--- src/hwqb_pkg.sv ---
// hwqb_pkg: types, constants and helpers of the height weighted quad blend unit
// used by hwqb_corner, hwqb_lane_div and height_weighted_quad_blend_unit
// no dependencies
package hwqb_pkg;

  // largest image edge taken from the size registers
  localparam logic [12:0] MaxSize = 13'd4096;

  // square root: 21 root bits, three per stage
  localparam int SqStages       = 7;
  localparam int SqBitsPerStage = 3;
  localparam int RootW          = 21;
  localparam int RadW           = 42;
  localparam int RemW           = RootW + 3;

  // distance scale quotient: 15 bits, three per stage
  localparam int DivStages       = 5;
  localparam int DivBitsPerStage = 3;
  localparam int QW              = 15;

  // lane divider: 8 quotient bits, two per stage
  localparam int LaneDivStages    = 4;
  localparam int LaneBitsPerStage = 2;
  localparam int NumW             = 33;
  localparam int DenW             = 25;

  // register count of one corner weight lane and of the whole path
  localparam int CornerLat = 3 + SqStages + 1 + DivStages + 1;
  localparam int TotalLat  = 1 + CornerLat + 5 + LaneDivStages + 1;

  // register indexes
  localparam logic [2:0] RegImageWidth    = 3'd0;
  localparam logic [2:0] RegImageHeight   = 3'd1;
  localparam logic [2:0] RegBlendFactor   = 3'd2;
  localparam logic [2:0] RegInfluenceRow0 = 3'd3;
  localparam logic [2:0] RegInfluenceRow1 = 3'd4;
  localparam logic [2:0] RegInfluenceRow2 = 3'd5;

  // input word
  typedef struct packed {
    logic [11:0] pixel_x;
    logic [11:0] pixel_y;
    logic [31:0] color_a;
    logic [31:0] color_b;
    logic [31:0] color_c;
    logic [31:0] color_d;
    logic [7:0]  height_a;
    logic [7:0]  height_b;
    logic [7:0]  height_c;
    logic [7:0]  height_d;
  } pix_word_t;

  // result word
  typedef struct packed {
    logic [31:0] blended_color;
    logic [2:0]  corner_base;
  } blend_word_t;

  // operands of one corner weight lane
  typedef struct packed {
    logic [11:0] px;
    logic [11:0] py;
    logic [12:0] cx;
    logic [12:0] cy;
    logic [15:0] infl;
    logic [11:0] scale;
  } corner_in_t;

  // colors, heights and quadrant that ride along the weight lanes
  typedef struct packed {
    logic [3:0][31:0] col;
    logic [3:0][7:0]  hgt;
    logic [2:0]       base;
  } side_t;

  // influence of one grid cell from the three packed rows
  function automatic logic [15:0] infl_of(input logic [47:0] r0, input logic [47:0] r1,
                                          input logic [47:0] r2, input logic [3:0] grid_idx);
    logic [15:0] v;
    case (grid_idx)
      4'd0: v = r0[15:0];
      4'd1: v = r0[31:16];
      4'd2: v = r0[47:32];
      4'd3: v = r1[15:0];
      4'd4: v = r1[31:16];
      4'd5: v = r1[47:32];
      4'd6: v = r2[15:0];
      4'd7: v = r2[31:16];
      4'd8: v = r2[47:32];
      default: v = 16'd0;
    endcase
    return v;
  endfunction

endpackage

--- src/hwqb_corner.sv ---
// hwqb_corner: pipelined Q1.15 weight of one corner (distance, square root, scale, clamp)
// depends on hwqb_pkg
module hwqb_corner import hwqb_pkg::*; (
  input  logic       clk_i,
  input  corner_in_t corner_i,
  output logic [15:0] weight_o
);

  localparam int InflDly = 3 + SqStages;

  logic [12:0] adx_q, ady_q;
  logic [25:0] sqx_q, sqy_q, d2_q;
  logic [15:0] infl_q [InflDly];
  logic [11:0] scale_q [InflDly+1];
  logic [RadW-1:0]  rad_d [SqStages];
  logic [RadW-1:0]  rad_q [SqStages];
  logic [RemW-1:0]  srem_d [SqStages];
  logic [RemW-1:0]  srem_q [SqStages];
  logic [RootW-1:0] root_d [SqStages];
  logic [RootW-1:0] root_q [SqStages];
  logic [36:0] prod_q;
  logic [26:0] drem_d [DivStages];
  logic [26:0] drem_q [DivStages];
  logic [QW-1:0] dq_d [DivStages];
  logic [QW-1:0] dq_q [DivStages];
  logic [11:0] dscl_d [DivStages];
  logic [11:0] dscl_q [DivStages];
  logic        dsat_d [DivStages];
  logic        dsat_q [DivStages];
  logic [15:0] w_q;
  logic signed [13:0] dx, dy;

  // absolute distances to the corner
  assign dx = $signed({2'b00, corner_i.px}) - $signed({1'b0, corner_i.cx});
  assign dy = $signed({2'b00, corner_i.py}) - $signed({1'b0, corner_i.cy});

  always_ff @(posedge clk_i) begin
    adx_q <= dx[13] ? 13'(-dx) : dx[12:0];
    ady_q <= dy[13] ? 13'(-dy) : dy[12:0];
    sqx_q <= adx_q * adx_q;
    sqy_q <= ady_q * ady_q;
    d2_q  <= sqx_q + sqy_q;
  end

  // influence and scale ride along
  always_ff @(posedge clk_i) begin
    infl_q[0]  <= corner_i.infl;
    scale_q[0] <= corner_i.scale;
    for (int k = 1; k < InflDly; k++) infl_q[k] <= infl_q[k-1];
    for (int k = 1; k <= InflDly; k++) scale_q[k] <= scale_q[k-1];
  end

  // square root, three result bits per stage
  always_comb begin
    logic [RadW-1:0]  rad;
    logic [RemW-1:0]  rem;
    logic [RemW-1:0]  trial;
    logic [RootW-1:0] root;
    for (int k = 0; k < SqStages; k++) begin
      if (k == 0) begin
        rad  = {d2_q, 16'd0};
        rem  = '0;
        root = '0;
      end else begin
        rad  = rad_q[k-1];
        rem  = srem_q[k-1];
        root = root_q[k-1];
      end
      for (int s = 0; s < SqBitsPerStage; s++) begin
        rem   = {rem[RemW-3:0], rad[RadW-1 -: 2]};
        rad   = {rad[RadW-3:0], 2'b00};
        trial = {1'b0, root, 2'b01};
        if (rem >= trial) begin
          rem  = rem - trial;
          root = {root[RootW-2:0], 1'b1};
        end else begin
          root = {root[RootW-2:0], 1'b0};
        end
      end
      rad_d[k]  = rad;
      srem_d[k] = rem;
      root_d[k] = root;
    end
  end

  always_ff @(posedge clk_i) begin
    for (int k = 0; k < SqStages; k++) begin
      rad_q[k]  <= rad_d[k];
      srem_q[k] <= srem_d[k];
      root_q[k] <= root_d[k];
    end
  end

  // distance times influence
  always_ff @(posedge clk_i) begin
    prod_q <= root_q[SqStages-1] * infl_q[InflDly-1];
  end

  // quotient by twice the half width, saturating at one
  always_comb begin
    logic [26:0]   rem;
    logic [QW-1:0] q;
    logic [11:0]   scl;
    logic          sat;
    int            j;
    for (int k = 0; k < DivStages; k++) begin
      if (k == 0) begin
        scl = scale_q[InflDly];
        sat = prod_q >= {9'd0, scl, 16'd0};
        rem = prod_q[27:1];
        q   = '0;
      end else begin
        scl = dscl_q[k-1];
        sat = dsat_q[k-1];
        rem = drem_q[k-1];
        q   = dq_q[k-1];
      end
      for (int s = 0; s < DivBitsPerStage; s++) begin
        j = QW - 1 - (k * DivBitsPerStage + s);
        if (rem >= ({15'd0, scl} << j)) begin
          rem = rem - ({15'd0, scl} << j);
          q   = {q[QW-2:0], 1'b1};
        end else begin
          q   = {q[QW-2:0], 1'b0};
        end
      end
      drem_d[k] = rem;
      dq_d[k]   = q;
      dscl_d[k] = scl;
      dsat_d[k] = sat;
    end
  end

  always_ff @(posedge clk_i) begin
    for (int k = 0; k < DivStages; k++) begin
      drem_q[k] <= drem_d[k];
      dq_q[k]   <= dq_d[k];
      dscl_q[k] <= dscl_d[k];
      dsat_q[k] <= dsat_d[k];
    end
  end

  // weight is one minus the scaled distance
  always_ff @(posedge clk_i) begin
    w_q <= dsat_q[DivStages-1] ? 16'd0 : 16'd32768 - {1'b0, dq_q[DivStages-1]};
  end

  assign weight_o = w_q;

endmodule

--- config.mk ---
export PLATFORM = sky130hd
export DESIGN_NAME = hwqb_corner
export DESIGN_NICKNAME = d
export VERILOG_FILES = /design/src/hwqb_pkg.sv /design/src/hwqb_corner.sv
export SDC_FILE = /design/constraint.sdc
export NUM_CORES = 2
export LEC_CHECK = 0
export ABC_AREA = 1
export BUFFER_PORTS_ARGS = -buffer_cell sky130_fd_sc_hd__buf_4
export CAP_MARGIN = 30
export CORE_MARGIN = 3
export CORE_UTILIZATION = 59
export CTS_CLUSTER_DIAMETER = 100
export CTS_CLUSTER_SIZE = 12
export DETAILED_ROUTE_END_ITERATION = 10
export HOLD_SLACK_MARGIN = 0.15
export PLACE_DENSITY_LB_ADDON = 0.25
export SLEW_MARGIN = 10
export SYNTH_ARGS = -nofsm -noshare
export SYNTH_HDL_FRONTEND = slang
export SYNTH_SLANG_ARGS = --single-unit
--- constraint.sdc ---
create_clock -name clk_i -period 8.45 [get_ports clk_i]
set_input_delay 0.4225 -clock clk_i [delete_from_list [all_inputs] [get_ports clk_i]]
set_output_delay 0.4225 -clock clk_i [all_outputs]
set_load 0.005 [all_outputs]
==> results.cfg <==
[status]
outcome = completed

[setup_path]
cp_slowest_cell = fa_1
max_stage_delay_ns = 0.41
worstPathArrival_ns = 8.26
reg2reg_slack_ns = 0.76
critPathTopFamily = compound AO/OA/AOI/OAI gates
r2r_start = dscl_q[0][0]$_DFF_P_
path_class = reg2reg
r2r_end = drem_q[0][46]$_DFF_P_
cp_common_cell = nand2_1
cp_max_fo = 22
required_ns = 9.02
path_buf_inv = 6
end_kind = flop
r2r_cells = 45
cp-start-kind = flop

[finish]
design.final.nets = 11590
multi_input_area_sq_mm = 0.04865
fillers = 11230
area_delta_synth_final_pct = 6.681
layoutNonFillerInstCount = 11970
regArea_sq_mm = 0.01824
post-route-util_pct = 63.84
drive_above_1_share_pct = 4.763

[timing]
final.setup.tns_ns = 0
worstMarginPinSlew_ns = 0.9919
finalHoldViolCount = 0
slew_violations = 0
setup_violations = 0
period_share_pct = 91.01
post-route-min-period_ns = 7.690
rsz0062_at_grt = false
max_slew_margin_pct = 33.78
max_freq_ghz = 0.1300
clock_skew_ns = 0.02941

[floorplanning]
core_area_sq_mm = 0.1244
initial_core_util_pct = 59.84
die-area_sq_mm = 0.1305
rows = 129
io_pins = 95
die_x_microns = 361.3
die_y_microns = 361.3

[logic_synthesis]
synth_area_sq_mm = 0.07446
ys_seq_area_share_pct = 24.49
post-synth-top-area-cell = dfxtp_1
synthTopCellsByArea = dfxtp_1, nand2_1, fa_1
yosysWarnings = 0
syn_avg_cell_area_sq_um = 7.271
synth_edf_count = 0
synth_top_area_share_pct = 24.49
synth-seq-cells = 911
synth_cells = 10240
ys_async_sr_fraction_pct = 0
ys_types = 72
synth_flop_cell = dfxtp_1

[place]
gp_congestion = 1.013
hpwl_mm = 162.8
numPortBuffers = 94
place_inst = 11830

[grt]
grt_pass1_vias = 63980
track_usage_pct = 30.14
gr-total-overflow = 0
grt_pass1_wl_mm = 322.2
grt_start_max_net_pins = 32
antenna_found_initial = 1

[clock_tree]
clk_pin_slew_ns = 0.07
cts_tree = built
cts_root_buf = clkbuf_16
clkSinkCount = 911
cts_htree_levels = 3
cts_buffers = 87
cts_setup_buffers = 0
clkLatencyLatePin_ns = 0.70
cts_buffer_depth = 3

[routing]
wl_per_cell_microns = 16.56
drtAntennaViolNets = 0
firstDrtPassIters = 7
drc_errors = 0
viasPerCell = 5.449
drt_iter0_drc = 4836
finalWirelength_mm = 198.2
via_count = 65210

[worst_hold_path]
min_to = ady_q[1]$_DFF_P_
holdPathStages = 4
holdCritStartpoint = corner_i[55]
hold_class = in2reg

[job]
drv_cap = 0
## flip-flops by register name, indices dropped and copies added (netlist names)
register / flops
infl_q: 160
scale_q: 132
srem_q: 130
drem_q: 108
root_q: 84
dscl_q: 48
dq_q: 45
rad_q: 44
prod_q: 37
d2_q: 26
sqx_q: 25
sqy_q: 25
weight_o: 16
adx_q: 13
ady_q: 13
dsat_q: 5
## routing by layer
metal / global-route usage [%] / part of all wire (%) / vias up
li1: - / - / 32370
met1: 38.62 / 42 / 30320
met2: 51.94 / 47 / 2095
met3: 4.492 / 6.6 / 432
met4: 10.47 / 3.9 / 0
met5: 0 / 0 / -
## synthesized netlist by cell type, types with 16 or more instances
| master | instances |
|---|---|
| nand2_1 | 2627 |
| inv_1 | 1745 |
| dfxtp_1 | 911 |
| nor2_1 | 743 |
| ha_1 | 718 |
| nand3_1 | 539 |
| a21oi_1 | 513 |
| fa_1 | 478 |
| o21ai_0 | 457 |
| xor2_1 | 299 |
| xnor2_1 | 206 |
| clkbuf_1 | 141 |
| nand4_1 | 124 |
| nor3_1 | 88 |
| nand2_2 | 50 |
| nand3b_1 | 40 |
| or2_2 | 40 |
| o21ai_1 | 39 |
| o21bai_1 | 37 |
| a21o_1 | 36 |
| nor4_1 | 35 |
| nand3_2 | 31 |
| nor2_2 | 31 |
| a31oi_1 | 24 |
| buf_2 | 23 |
| buf_6 | 21 |
| inv_2 | 21 |
| o21a_1 | 21 |
| o211ai_1 | 20 |
| o21ai_2 | 20 |
| a21boi_0 | 16 |
| and2_1 | 16 |
| nor2_4 | 16 |
## tightest hold or removal path, cell delays in order
cell and delay [ns]:
buf_4 0.09, fa_1 0.17, inv_1 0.06, o21ai_0 0.16
## cells in the final DEF, fill, tap and decap left out, types with 5 or more instances in the layout
cell,n
o21a_1,21
o21ai_1,43
o2111ai_1,12
nand2_2,50
buf_4,140
o21ai_2,20
nor4_1,35
nor3_1,87
a31oi_1,23
nor2_2,31
nand3_2,31
a31o_2,6
nand4_1,124
nor3_2,6
a211oi_1,12
nand3b_1,40
a21oi_2,9
and2_1,16
fa_1,478
or2_2,40
o21bai_1,37
dlygate4sd3_1,34
dfxtp_1,911
a21boi_1,5
nor2_4,16
a21o_1,36
inv_2,20
nand3_1,539
a21boi_0,16
o211ai_1,20
nor2_1,743
nand2_1,2627
xnor2_1,206
o21ai_0,453
clkbuf_16,87
o31ai_1,10
a21oi_1,511
ha_1,718
inv_1,1744
xor2_1,299
## layout make-up
cell class	count	area share, %
multi-input cells	7365	61.25
flip-flops and latches	911	22.96
inverters	1774	8.401
clock buffers	91	2.772
well taps	1637	2.578
repair buffers	177	1.824
clock inverters	10	0.2095
repair inverters	1	0.006300
diodes	1	0.003150
## kinds of logic (layout without fill, tap and decap cells)
| kind of cell | Yosys count | count (layout) | synth area share [%] |
|---|---|---|---|
| and+or+nand+nor | 4404 | 4404 | 25.05 |
| buffers and inverters | 1966 | 2053 | 10.20 |
| AOI/OAI and AO/OA | 1254 | 1254 | 9.331 |
| adders and majority gates | 1196 | 1196 | 24.92 |
| DFF | 911 | 911 | 24.49 |
| xor gates and xnor gates | 507 | 507 | 5.983 |
| other | 2 | 4 | 0.01009 |
| muxes | 1 | 1 | 0.01512 |
## timing repair
item,CTS,global route
resized for setup,0,11
setup endpoints to repair,0,54
hold buffers,34,0
hold endpoints to repair,34,0
## stage by stage
step / area, sq um / hold slack (ns) / setup WS (ns)
after detailed placement: 76640 / 0.3121 / 0.8431
after CTS: 79350 / 0.1822 / 0.8191
after global placement: 76640 / 0.3098 / 0.9657
after global routing: 79440 / 0.2531 / 0.04701
after floorplan: 74470 / 0.3096 / 1.710
final: 79440 / 0.2404 / 0.7598
## how the worst max path moves through the flow
stage | cells after the start | start | to | slack (ns)
6_report | 45 | dscl_q[0][0]$_DFF_P_ | drem_q[0][46]$_DFF_P_ | 0.76
5_1_grt | 41 | dscl_q[0][24]$_DFF_P_ | drem_q[0][87]$_DFF_P_ | 0.05
4_1_cts | 40 | dscl_q[0][24]$_DFF_P_ | drem_q[0][87]$_DFF_P_ | 0.82
3_5_place_dp | 48 | root_q[4][0]$_DFF_P_ | srem_q[5][21]$_DFF_P_ | 0.84
3_3_place_gp | 48 | root_q[4][0]$_DFF_P_ | srem_q[5][21]$_DFF_P_ | 0.97
2_1_floorplan | 45 | dscl_q[0][0]$_DFF_P_ | drem_q[0][53]$_DFF_P_ | 1.71
Power is not shown: default switching activity piles up to over one toggle a cycle in this logic, so the estimate is an artifact.
