File: config.mk
export PLATFORM = sky130hd
export DESIGN_NAME = hwqb_lane_div
export DESIGN_NICKNAME = d
export VERILOG_FILES = /design/src/hwqb_pkg.sv /design/src/hwqb_lane_div.sv
export SDC_FILE = /design/constraint.sdc
export NUM_CORES = 1
export LEC_CHECK = 0
export BUFFER_PORTS_ARGS = -buffer_cell sky130_fd_sc_hd__buf_2
export CAP_MARGIN = 0
export CORE_AREA = 8 8 215 319
export CTS_BUF_LIST = sky130_fd_sc_hd__clkbuf_16
export CTS_CLUSTER_SIZE = 20
export DETAILED_ROUTE_END_ITERATION = 10
export DIE_AREA = 0 0 223 327
export GPL_TIMING_DRIVEN = 0
export PLACE_DENSITY_LB_ADDON = 0.08
export SYNTH_ARGS = -nofsm -noshare
export SYNTH_HDL_FRONTEND = slang
export SYNTH_SLANG_ARGS = --single-unit
File: constraint.sdc
create_clock -name clk_i -period 13.4 [get_ports clk_i]
set_input_delay 0 -clock clk_i [delete_from_list [all_inputs] [get_ports clk_i]]
set_output_delay 0 -clock clk_i [all_outputs]
set_load 0.005 [all_outputs]
File: src/hwqb_pkg.sv
// hwqb_pkg: types, constants and helpers of the height weighted quad blend unit
// used by hwqb_corner, hwqb_lane_div and height_weighted_quad_blend_unit
// no dependencies
package hwqb_pkg;

  // largest image edge taken from the size registers
  localparam logic [12:0] MaxSize = 13'd4096;

  // square root: 21 root bits, three per stage
  localparam int SqStages       = 7;
  localparam int SqBitsPerStage = 3;
  localparam int RootW          = 21;
  localparam int RadW           = 42;
  localparam int RemW           = RootW + 3;

  // distance scale quotient: 15 bits, three per stage
  localparam int DivStages       = 5;
  localparam int DivBitsPerStage = 3;
  localparam int QW              = 15;

  // lane divider: 8 quotient bits, two per stage
  localparam int LaneDivStages    = 4;
  localparam int LaneBitsPerStage = 2;
  localparam int NumW             = 33;
  localparam int DenW             = 25;

  // register count of one corner weight lane and of the whole path
  localparam int CornerLat = 3 + SqStages + 1 + DivStages + 1;
  localparam int TotalLat  = 1 + CornerLat + 5 + LaneDivStages + 1;

  // register indexes
  localparam logic [2:0] RegImageWidth    = 3'd0;
  localparam logic [2:0] RegImageHeight   = 3'd1;
  localparam logic [2:0] RegBlendFactor   = 3'd2;
  localparam logic [2:0] RegInfluenceRow0 = 3'd3;
  localparam logic [2:0] RegInfluenceRow1 = 3'd4;
  localparam logic [2:0] RegInfluenceRow2 = 3'd5;

  // input word
  typedef struct packed {
    logic [11:0] pixel_x;
    logic [11:0] pixel_y;
    logic [31:0] color_a;
    logic [31:0] color_b;
    logic [31:0] color_c;
    logic [31:0] color_d;
    logic [7:0]  height_a;
    logic [7:0]  height_b;
    logic [7:0]  height_c;
    logic [7:0]  height_d;
  } pix_word_t;

  // result word
  typedef struct packed {
    logic [31:0] blended_color;
    logic [2:0]  corner_base;
  } blend_word_t;

  // operands of one corner weight lane
  typedef struct packed {
    logic [11:0] px;
    logic [11:0] py;
    logic [12:0] cx;
    logic [12:0] cy;
    logic [15:0] infl;
    logic [11:0] scale;
  } corner_in_t;

  // colors, heights and quadrant that ride along the weight lanes
  typedef struct packed {
    logic [3:0][31:0] col;
    logic [3:0][7:0]  hgt;
    logic [2:0]       base;
  } side_t;

  // influence of one grid cell from the three packed rows
  function automatic logic [15:0] infl_of(input logic [47:0] r0, input logic [47:0] r1,
                                          input logic [47:0] r2, input logic [3:0] grid_idx);
    logic [15:0] v;
    case (grid_idx)
      4'd0: v = r0[15:0];
      4'd1: v = r0[31:16];
      4'd2: v = r0[47:32];
      4'd3: v = r1[15:0];
      4'd4: v = r1[31:16];
      4'd5: v = r1[47:32];
      4'd6: v = r2[15:0];
      4'd7: v = r2[31:16];
      4'd8: v = r2[47:32];
      default: v = 16'd0;
    endcase
    return v;
  endfunction

endpackage

File: src/hwqb_lane_div.sv
// hwqb_lane_div: pipelined 8-bit quotient of one byte lane's weighted sum by the level sum
// depends on hwqb_pkg
module hwqb_lane_div import hwqb_pkg::*; (
  input  logic            clk_i,
  input  logic [NumW-1:0] num_i,
  input  logic [DenW-1:0] den_i,
  output logic [7:0]      quot_o
);

  logic [NumW-1:0] rem_d [LaneDivStages];
  logic [NumW-1:0] rem_q [LaneDivStages];
  logic [DenW-1:0] den_d [LaneDivStages];
  logic [DenW-1:0] den_q [LaneDivStages];
  logic [7:0]      q_d   [LaneDivStages];
  logic [7:0]      q_q   [LaneDivStages];

  // restoring division, two quotient bits per stage
  always_comb begin
    logic [NumW-1:0] rem;
    logic [DenW-1:0] den;
    logic [7:0]      q;
    int              j;
    for (int k = 0; k < LaneDivStages; k++) begin
      if (k == 0) begin
        rem = num_i;
        den = den_i;
        q   = '0;
      end else begin
        rem = rem_q[k-1];
        den = den_q[k-1];
        q   = q_q[k-1];
      end
      for (int s = 0; s < LaneBitsPerStage; s++) begin
        j = 7 - (k * LaneBitsPerStage + s);
        if (rem >= ({8'd0, den} << j)) begin
          rem = rem - ({8'd0, den} << j);
          q   = {q[6:0], 1'b1};
        end else begin
          q   = {q[6:0], 1'b0};
        end
      end
      rem_d[k] = rem;
      den_d[k] = den;
      q_d[k]   = q;
    end
  end

  always_ff @(posedge clk_i) begin
    for (int k = 0; k < LaneDivStages; k++) begin
      rem_q[k] <= rem_d[k];
      den_q[k] <= den_d[k];
      q_q[k]   <= q_d[k];
    end
  end

  assign quot_o = q_q[LaneDivStages-1];

endmodule

==> key figures, run 1 <==
Run status
  • Status: completed

Yosys
  • Syn Nets: between 2k and 2.5k
  • Area share of the largest cell type after synthesis: 0.246
  • Yosys cell types: between 70 and 80
  • Post-synth EDFFs: 0
  • Mux contribution to synthesized area: 0.0511
  • Synth cell count leaders: 202 x a21oi_1, 200 x ha_1, 194 x dfxtp_1
  • Largest cells by area after synthesis: dfxtp_1 25%, ha_1 16%, a21oi_1 6.4%
  • Synth Area in Compound Gates: 0.241
  • Synth Area in XOR/XNOR: 0.0838
  • Seq/Total Area, Yosys: 0.246
  • Most frequent cell after synthesis: a21oi_1
  • FFs w/ async S/R, synth: 0
  • Post-Syn Area: 15800 sq um
  • Post-Synth Adder-Cell Area: 0.168
  • Syn avg cell area: between 8 and 9 sq um
  • Top cell type by total area after synthesis: dfxtp_1
  • Synth Instances: approximately 2.0k
  • Yosys warning count: 0
  • Yosys reg bits: about 190
  • Primary FF master, synth: dfxtp_1
  • Largest family of logic cells by synthesized area: compound AO/OA/AOI/OAI gates
  • Post-Synth Simple-Gate Area: 0.164

Pwr
  • Max VDD drop: about 0.085 mV
  • Logic pwr share: 0.741
  • Leakage: roughly 8 nW
  • Share of power burned in registers: 0.167
  • PwrDens: between 200 and 300 nW/um^2
  • Int Power: approximately 2.8 mW
  • Share of total power in the clock network: 0.092
  • Sw frac: 0.485
  • Net Sw Power: roughly 2.6 mW

Clocking
  • Post-CTS Setup Bufs: 0
  • H-Tree Level Count: 4
  • CTS max path bufs: 2
  • Clock Sinks: between 150 and 200
  • Clock Latency Late Sink: 0.46 ns
  • Cts bufs inserted: 17
  • Reg clk slew, reported paths: approximately 0.07 ns
  • CTS root buffer: clkbuf_16
  • CTS tree: built

Timing
  • Slew Viols, Final: 0
  • Crit share post-route: 0.649
  • Tmin final: roughly 8.7 ns
  • Finish-stage setup viols: 0
  • Worst rel slew slack: 0.0744
  • Final Hold Viols: 0
  • TNS Setup: 0 ns
  • RSZ-0062 raised after global routing: false
  • Achievable frequency: 115 MHz
  • Clk_skew: 0.0152 ns
  • Worst Tran Pin Value: between 1 and 1.5 ns
  • Worst hold slack: 0.0279 ns

Critical path
  • CP Data Arrival Time: 9.01 ns
  • R2R depth: 25
  • Worst Setup Path Type: flip-flop to flip-flop
  • Worst path slowest cell: nor3_1
  • Critical Path RT: approximately 14 ns
  • CP Launch Type: flip-flop
  • Worst path max stage delay: roughly 0.97 ns
  • Largest fanout on the critical path: 10
  • Critical Path End Type: flip-flop

Cells and area
  • Number of fill cells: 6935
  • Area Growth Syn to Fin: 15.5%
  • Register area: 3880 sq um
  • # diodes: 0
  • # nets final: between 2k and 2.5k
  • Area taken by multi-input logic gates: 11200 sq um
  • Layout cells sized above 1: 0.0896

Die
  • Core area: between 60000 and 70000 sq um
  • Initial core utilization: 0.246
  • Die ar.: 72900 sq um
  • Row count: approximately 110
  • Die W: around 220 um
  • IO Pins: 67
  • Die H: ~330 um

Min path
  • Hold depth: 5
  • Hold Crit Class: primary input to flip-flop

Flow run
  • Number of max-cap violations: 0

Global route
  • First-pass GRT wire length: around 84000 um
  • Grt ovf: 0
  • Gr usage total: 0.150
  • Largest net degree at the start of global routing: 19
  • Number of global-route vias before repair: about 15k
  • Initial antenna violation count: 0

Drt
  • DRC Markers: 0
  • Via count: 14.2k
  • Post-Route WL: about 55000 um
  • DR WL/cell: around 19 um
  • First-pass DRT Iterations: 5
  • Number of vias per cell: between 4 and 5
  • First DRT Iteration DRCs: about 500
  • Post-DRT Antenna Nets: 0

Placement
  • Dpl hpwl: approximately 48000 um
  • Routability cong.: 0.889
  • IO buf count: 66
-- power groups by stage --
| stage | Combinational (mW) | Clock [mW] | Sequential (mW) |
|---|---|---|---|
| after global routing | 4.45 | 0.543 | 0.913 |
| after CTS | 4.00 | 0.522 | 0.895 |
| after global placement | 3.97 | 0 | 0.909 |
| final | 3.97 | 0.494 | 0.895 |
| after detailed placement | 3.96 | 0 | 0.908 |
| after floorplan | 3.06 | 0 | 0.862 |
-- area by class of cell --
class,count,area share
Multi-Input combinational cell,1586,0.613
Sequential cell,194,0.213
Tap cell,812,0.0558
Timing Repair Buffer,120,0.0478
Inverter,148,0.0305
Clock buffer,17,0.0234
Buffer,41,0.00982
Clock inverter,15,0.00694
-- state kept, by name, indices dropped and copies added (netlist names) --
register / flops
rem_q: 99
den_q: 75
q_q: 20
-- final timing paths --
check | slack, ns | from | to
setup / recovery | 4.70 | den_q[1][0]$_DFF_P_ | rem_q[2][6]$_DFF_P_
hold / removal | 0.03 | num_i[29] | rem_q[0][29]$_DFF_P_
setup reg to reg | 4.70 | den_q[1][0]$_DFF_P_ | rem_q[2][6]$_DFF_P_
hold reg to reg | 0.33 | q_q[2][1]$_DFF_P_ | q_q[3][3]$_DFF_P_
-- kinds of logic after synthesis --
group,Yosys count
XOR/XNOR,151
AND/OR/NAND/NOR,548
multiplexers,69
adder cells (fa/ha/maj),207
AO/OA/AOI/OAI,611
buffers and inverters,189
flip-flops,194
-- through the flow --
step,instances,util,setup slack [ns],power (mW),instance area (sq um)
3_5_place_dp,2847,0.267,4.53,4.87,17100
6_report,2933,0.284,4.70,5.36,18200
4_1_cts,2933,0.284,4.51,5.41,18200
5_1_grt,2933,0.284,4.36,5.91,18200
3_3_place_gp,2847,0.267,4.58,4.88,17100
2_1_floorplan,1969,-,7.62,3.92,15800
-- cells in the final DEF (no fill, tap or decap), types with 14 or more instances in the layout --
cell type	count
nand2b_1	24
o21a_1	28
xor2_1	49
nand2_1	170
o21bai_1	27
nor2_1	158
nor2b_1	23
nor3_1	27
inv_1	143
dlygate4sd3_1	54
dfxtp_1	194
nand4_1	28
a211oi_1	14
a21o_1	91
xnor2_1	102
a21oi_1	202
o21ai_0	142
clkbuf_16	17
ha_1	200
a31oi_1	20
clkbuf_1	26
o31ai_1	14
nand3_1	46
buf_2	74
mux2_2	54
-- routing by layer --
metal,GRT usage,part of all wire,up-vias
li1,-,-,7346
met1,0.136,0.36,6549
met2,0.318,0.58,203
met5,0,0,-
met3,0.0114,0.013,101
met4,0.0833,0.052,0
-- worst max-delay path, delay by kind of cell (launching register included) --
family	cells	cell delay (ns)
multiplexers	1	0.45
buffers and inverters	7	2.13
flip-flops	1	0.38
adder cells (fa/ha/maj)	3	0.92
AND/OR/NAND/NOR	5	2.14
AO/OA/AOI/OAI	9	2.50
-- repair_timing --
action / 4_1_cts / 5_1_grt
gates resized for setup: 0 / 0
hold buffers: 54 / 0
endpoints found under the hold margin: 54 / 0
endpoints found under the setup margin: 0 / 0
Note: power is estimated with default switching activity, not from simulation.
==> run 2: changes to the inputs <==
==> constraint.sdc (replaced) <==
create_clock -name clk_i -period 7.1 [get_ports clk_i]
set_input_delay 0 -clock clk_i [delete_from_list [all_inputs] [get_ports clk_i]]
set_output_delay 0 -clock clk_i [all_outputs]
set_load 0.005 [all_outputs]
==> run 2 against run 1 <==
Net effect:
- critical path depth up 2
- via count increased by 0.48%
- combinational power increased by 91%
- global-route usage is 0.13 points higher
- cell count up 0.17%
- die area unchanged
- utilization increased by 0.23 points
- power grew 91%
- clock-buffer cell count is the same
- routed wire length grew 0.70%
- setup slack got worse by 4.4 ns
==> key figures, run 2 (synthesized netlist as in run 1, its figures left out) <==
Cells and area
  • Most common cell after layout, fill and taps aside: a21oi_1
  • # diodes: 0
  • # nets final: ~2.4k
  • Layout cells sized above 1: 0.104
  • Largest register FFs: a little under 100
  • Largest registers: rem_q (99), den_q (75), q_q (20)
  • Commonest cells after routing, fill and taps aside: 201 x a21oi_1, 200 x ha_1, 194 x dfxtp_1, 170 x nand2_1, 158 x nor2_1
  • Fin area: roughly 18000 sq um
  • Non-Filler Instances: around 2.9k
  • Area Growth Syn to Fin: 16.4%
  • Biggest register: rem_q

Critical path
  • Worst path max stage delay: between 0.4 and 0.5 ns
  • Largest fanout on the critical path: 10
  • Worst path slowest cell: or3b_1
  • CP Depth: 27
  • Reg2reg setup slack: around 0.32 ns
  • CP Data Arrival Time: around 7.2 ns
  • CP Launch Type: flip-flop
  • Critical path buffers and inverters: 8
  • Critical Path Sink: rem_q[1][4]$_DFF_P_
  • Critical path's top delay family: compound AO/OA/AOI/OAI gates
  • Critical Path Most Common Cell: a21o_1
  • R2R depth: 27
  • Worst Setup Path Type: flip-flop to flip-flop
  • Worst R2R End: rem_q[1][4]$_DFF_P_
  • Critical Path RT: 7.49 ns
  • Critical Path End Type: flip-flop
  • Reg-to-Reg Start: den_q[0][0]$_DFF_P_
  • Crit path from: den_q[0][0]$_DFF_P_

Run status
  • Status: completed

Clocking
  • Clock Sinks: 194
  • H-Tree Level Count: 4
  • CTS root buffer: clkbuf_16
  • Clock Latency Late Sink: around 0.47 ns
  • Cts bufs inserted: 17
  • Reg clk slew, reported paths: around 0.080 ns
  • CTS tree: built
  • CTS max path bufs: 2

Timing
  • Achievable frequency: roughly 150 MHz
  • Slew Viols, Final: 0
  • Finish-stage setup viols: 0
  • Tmin final: a little under 7 ns
  • Crit share post-route: 0.955
  • Final Hold Viols: 0
  • Worst rel slew slack: 0.0248
  • Worst Tran Pin Value: approximately 1.5 ns
  • Clk_skew: 0.0150 ns

Die
  • Row count: 114
  • IO Pins: between 60 and 70
  • Die ar.: 72900 sq um
  • Initial core utilization: 0.246
  • Core area: ~64000 sq um
  • Die W: about 220 um
  • Die H: roughly 330 um

Placement
  • Routability cong.: 0.889
  • Dpl cells: 2847
  • Dpl hpwl: ~48000 um
  • IO buf count: 66
  • Dpl cell area: 17100 sq um

Pwr
  • Tot Pwr: between 10 and 15 mW
  • Leakage: approximately 8.2 nW
  • Max VDD drop: roughly 0.16 mV
  • PwrDens: 556 nW/um^2

Global route
  • Number of global-route vias before repair: ~15k
  • Gr usage total: 0.152
  • First-pass GRT wire length: ~85000 um
  • Initial antenna violation count: 0
  • Largest net degree at the start of global routing: 19
  • Grt ovf: 0

Drt
  • First-pass DRT Iterations: 5
  • Post-DRT Antenna Nets: 0
  • First DRT Iteration DRCs: between 400 and 500
  • DRC Markers: 0
  • Via count: ~14k
  • Number of vias per cell: slightly below 5
  • DR WL/cell: 19.0 um
  • Post-Route WL: 55800 um

Flow run
  • Number of max-cap violations: 0

Min path
  • Hold Crit Class: primary input to flip-flop
run 2: changes by cell type in the layout (fill, tap and decap cells not counted), sizes merged:
cell,previous run,this run
buf,81,87
clkbuf,43,42
run 2: worst min path at each step:
stage	startpoint	end	slack (ns)	depth (start not counted)
floorplan	den_i[0]	den_q[0][0]$_DFF_P_	0.03	0
global placement	num_i[2]	rem_q[0][2]$_DFF_P_	0.12	1
detailed placement	num_i[3]	rem_q[0][3]$_DFF_P_	0.12	1
CTS	num_i[25]	rem_q[0][25]$_DFF_P_	0.006	5
global route	num_i[31]	rem_q[0][31]$_DFF_P_	0.05	4
finish	num_i[25]	rem_q[0][25]$_DFF_P_	0.03	5
run 2: timing repair:
item                       CTS  global route
hold buffers                54             0
pin swaps                    2             1
setup buffers                4             1
gates resized for setup     34            11
setup endpoints to repair   90            48
hold endpoints to repair    54             0
run 2: area by class of cell:
| class | count | area, sq um |
|---|---|---|
| clock buffer | 17 | 425 |
| tap | 812 | 1020 |
| fill | 6930 | 45700 |
| timing repair buffer | 125 | 908 |
| clock inverter | 15 | 126 |
| multi-input combinational | 1586 | 11200 |
| inverter | 148 | 556 |
| buffer | 41 | 208 |
| sequential | 194 | 3880 |
run 2: routing by layer:
layer  global-route usage  vias to the layer above  part of all wire
li1                     -                     7348                 -
met1                0.136                     6608              0.36
met2                0.321                      209              0.58
met3               0.0118                      102             0.012
met4               0.0848                        0             0.052
met5                    0                        -                 0
run 2: per-stage QoR:
stage	setup slack (ns)	util	hold slack [ns]	setup TNS [ns]
after global routing	-0.0103	0.287	0.0510	-0.0108
final	0.318	0.287	0.0287	0
after global placement	-1.72	0.267	0.119	-109.48
after detailed placement	-1.77	0.267	0.120	-112.79
after CTS	0.00560	0.286	0.00613	0
after floorplan	1.32	-	0.0277	0
run 2: worst min-delay path, delay by kind of cell:
family / cells / cell delay, ns
AOI/OAI and AO/OA: 2 / 0.23
buffers and inverters: 1 / 0.11
and+or+nand+nor: 2 / 0.11
run 2: where the power goes:
group / total (mW) / switching [mW] / internal (mW) / leakage (nW)
registers: 1.69 / 0.210 / 1.48 / 1.63
clock network: 0.935 / 0.476 / 0.459 / 0.267
logic: 7.59 / 4.27 / 3.32 / 6.32
total: 10.2 / 4.95 / 5.26 / 8.22
==> run 3: changes to the inputs <==
--- a/config.mk
+++ b/config.mk
@@ -13,6 +13,7 @@
 export DETAILED_ROUTE_END_ITERATION = 10
 export DIE_AREA = 0 0 223 327
 export GPL_TIMING_DRIVEN = 0
+export HOLD_SLACK_MARGIN = 0.1
 export PLACE_DENSITY_LB_ADDON = 0.08
 export SYNTH_ARGS = -nofsm -noshare
 export SYNTH_HDL_FRONTEND = slang
==> constraint.sdc (replaced) <==
create_clock -name clk_i -period 8.1 [get_ports clk_i]
set_input_delay 0 -clock clk_i [delete_from_list [all_inputs] [get_ports clk_i]]
set_output_delay 0 -clock clk_i [all_outputs]
set_load 0.005 [all_outputs]
==> run 3 against run 2 <==
Net effect:
- power shrank 13%
- via count decreased by 0.32%
- clock skew fell by 0.00069 ns
- critical path type unchanged
- highest routed layer unchanged
==> key figures, run 3 (synthesized netlist as in run 1, its figures left out) <==
Run status
  • Status: completed

Placement
  • Dpl ws: -0.772 ns
  • Dpl cells: 2847
  • Routability cong.: a little under 0.9
  • Dpl cell area: roughly 17000 sq um
  • Dpl hpwl: 48300 um
  • IO buf count: 66

Cells and area
  • Number of fill cells: about 7k
  • Area Growth Syn to Fin: 16.1%
  • Fin area: roughly 18000 sq um
  • Biggest register: rem_q
  • Non-Filler Instances: approximately 2.9k
  • Commonest cells after routing, fill and taps aside: 201 x a21oi_1, 200 x ha_1, 194 x dfxtp_1, 170 x nand2_1, 158 x nor2_1
  • # diodes: 0
  • # nets final: approximately 2.4k
  • Layout cells sized above 1: 0.0930
  • Largest registers: rem_q (99), den_q (75), q_q (20)
  • Most common cell after layout, fill and taps aside: a21oi_1
  • Register area: a little under 4000 sq um
  • Area taken by multi-input logic gates: roughly 11000 sq um
  • Largest register FFs: 99

Drt
  • Via count: 14.2k
  • Number of vias per cell: roughly 4.8
  • First DRT Iteration DRCs: 523
  • Post-DRT Antenna Nets: 0
  • DR WL/cell: between 15 and 20 um
  • First-pass DRT Iterations: 5
  • DRC Markers: 0
  • Post-Route WL: approximately 55000 um

Critical path
  • CP Launch Type: flip-flop
  • Worst Setup Path Type: flip-flop to flip-flop
  • Worst path slowest cell: buf_1
  • Critical Path End Type: flip-flop
  • CP Data Arrival Time: between 8 and 9 ns
  • Critical path's top delay family: compound AO/OA/AOI/OAI gates
  • Largest fanout on the critical path: 10
  • Critical path buffers and inverters: 8
  • Worst path max stage delay: 0.67 ns
  • Critical Path RT: 8.49 ns

Die
  • Die H: approximately 330 um
  • Die W: between 200 and 250 um
  • Die ar.: around 73000 sq um
  • IO Pins: 67
  • Row count: 114
  • Core area: 64000 sq um
  • Initial core utilization: 0.246

Clocking
  • CTS root buffer: clkbuf_16
  • CTS max path bufs: 2
  • H-Tree Level Count: 4
  • Cts bufs inserted: 17
  • Clock Latency Late Sink: about 0.46 ns
  • Reg clk slew, reported paths: 0.08 ns
  • CTS tree: built
  • Clock Sinks: 194

Global route
  • Grt ovf: 0
  • First-pass GRT wire length: about 85000 um
  • Largest net degree at the start of global routing: 19
  • Gr usage total: 0.151
  • Initial antenna violation count: 0
  • Number of global-route vias before repair: ~15k

Pwr
  • Tot Pwr: ~8.9 mW
  • Max VDD drop: between 0.1 and 0.15 mV
  • PwrDens: 486 nW/um^2
  • Leakage: just over 8 nW

Timing
  • RSZ-0062 raised after global routing: true
  • Tmin final: between 7 and 8 ns
  • Crit share post-route: 0.955
  • Finish-stage setup viols: 0
  • Final Hold Viols: 0
  • Final worst setup slack: around 0.37 ns
  • Clk_skew: around 0.014 ns
  • Worst rel slew slack: 0.0956
  • Worst Tran Pin Value: 1.35 ns
  • Achievable frequency: roughly 130 MHz
  • Slew Viols, Final: 0

Min path
  • Hold Crit Class: primary input to flip-flop

Flow run
  • Number of max-cap violations: 0
## run 3: cell types whose count changed in the layout (fill, tap and decap cells not counted), moves of 2 or more
cell           previous run  this run
clkbuf_2                 10         2
nor3_1                   24        26
o21ai_1                   7         2
clkbuf_1                 15        24
nor3_2                    2         0
o21ai_0                 137       142
buf_4                     9         3
nor4_1                    9        11
dlygate4sd3_1            54        59
buf_1                     1         4
nor4_2                    2         0
## run 3: area by class of cell
class | count | share of cell area
well taps | 812 | 0.0555
repair buffers | 128 | 0.0515
multi-input cells | 1586 | 0.610
clock inverters | 15 | 0.00690
inverters | 148 | 0.0303
flip-flops and latches | 194 | 0.212
clock buffers | 17 | 0.0232
plain buffers | 41 | 0.00998
## run 3: stage by stage
step | utilization | setup TNS, ns | hold WS, ns
2_1_floorplan | - | 0 | 0.0277
5_1_grt | 0.286 | -0.00439 | 0.175
4_1_cts | 0.286 | 0 | 0.154
6_report | 0.286 | 0 | 0.172
3_3_place_gp | 0.267 | -23.25 | 0.119
3_5_place_dp | 0.267 | -26.19 | 0.120
## run 3: worst paths after layout
kind,startpoint,endpoint,slack [ns],cells past startpoint
worst max-delay path,den_q[0][20]$_DFF_P_,rem_q[1][4]$_DFF_P_,0.37,26
worst min-delay path,den_i[1],rem_q[0][7]$_DFF_P_,0.17,4
worst max register to register,den_q[0][20]$_DFF_P_,rem_q[1][4]$_DFF_P_,0.37,26
worst min register to register,q_q[2][1]$_DFF_P_,q_q[3][3]$_DFF_P_,0.33,0
## run 3: per-layer routing
layer,GRT usage,vias up,share of wire
met5,0,-,0
li1,-,7357,-
met1,0.136,6581,0.36
met4,0.0862,0,0.054
met3,0.0115,102,0.010
met2,0.320,182,0.58
## run 3: timing repair
| action | in CTS | in global routing |
|---|---|---|
| gates resized for setup | 4 | 5 |
| setup endpoints to repair | 59 | 49 |
| pin swaps | 1 | 0 |
| hold buffers | 59 | 0 |
| hold endpoints to repair | 58 | 0 |
| buffers inserted | 3 | 0 |
## run 3: power breakdown
| part | switching [mW] | internal (mW) | leakage, nW |
|---|---|---|---|
| Clock | 0.416 | 0.402 | 0.267 |
| Combinational | 3.72 | 2.89 | 6.29 |
| Sequential | 0.183 | 1.30 | 1.63 |
## run 3: worst register-to-register path, delay by kind of cell, from the launching register on
family / cells / cell delay (ns)
adders and majority gates: 2 / 0.70
and+or+nand+nor: 6 / 1.79
buffers and inverters: 8 / 1.82
DFF: 1 / 0.41
AOI/OAI and AO/OA: 10 / 2.93
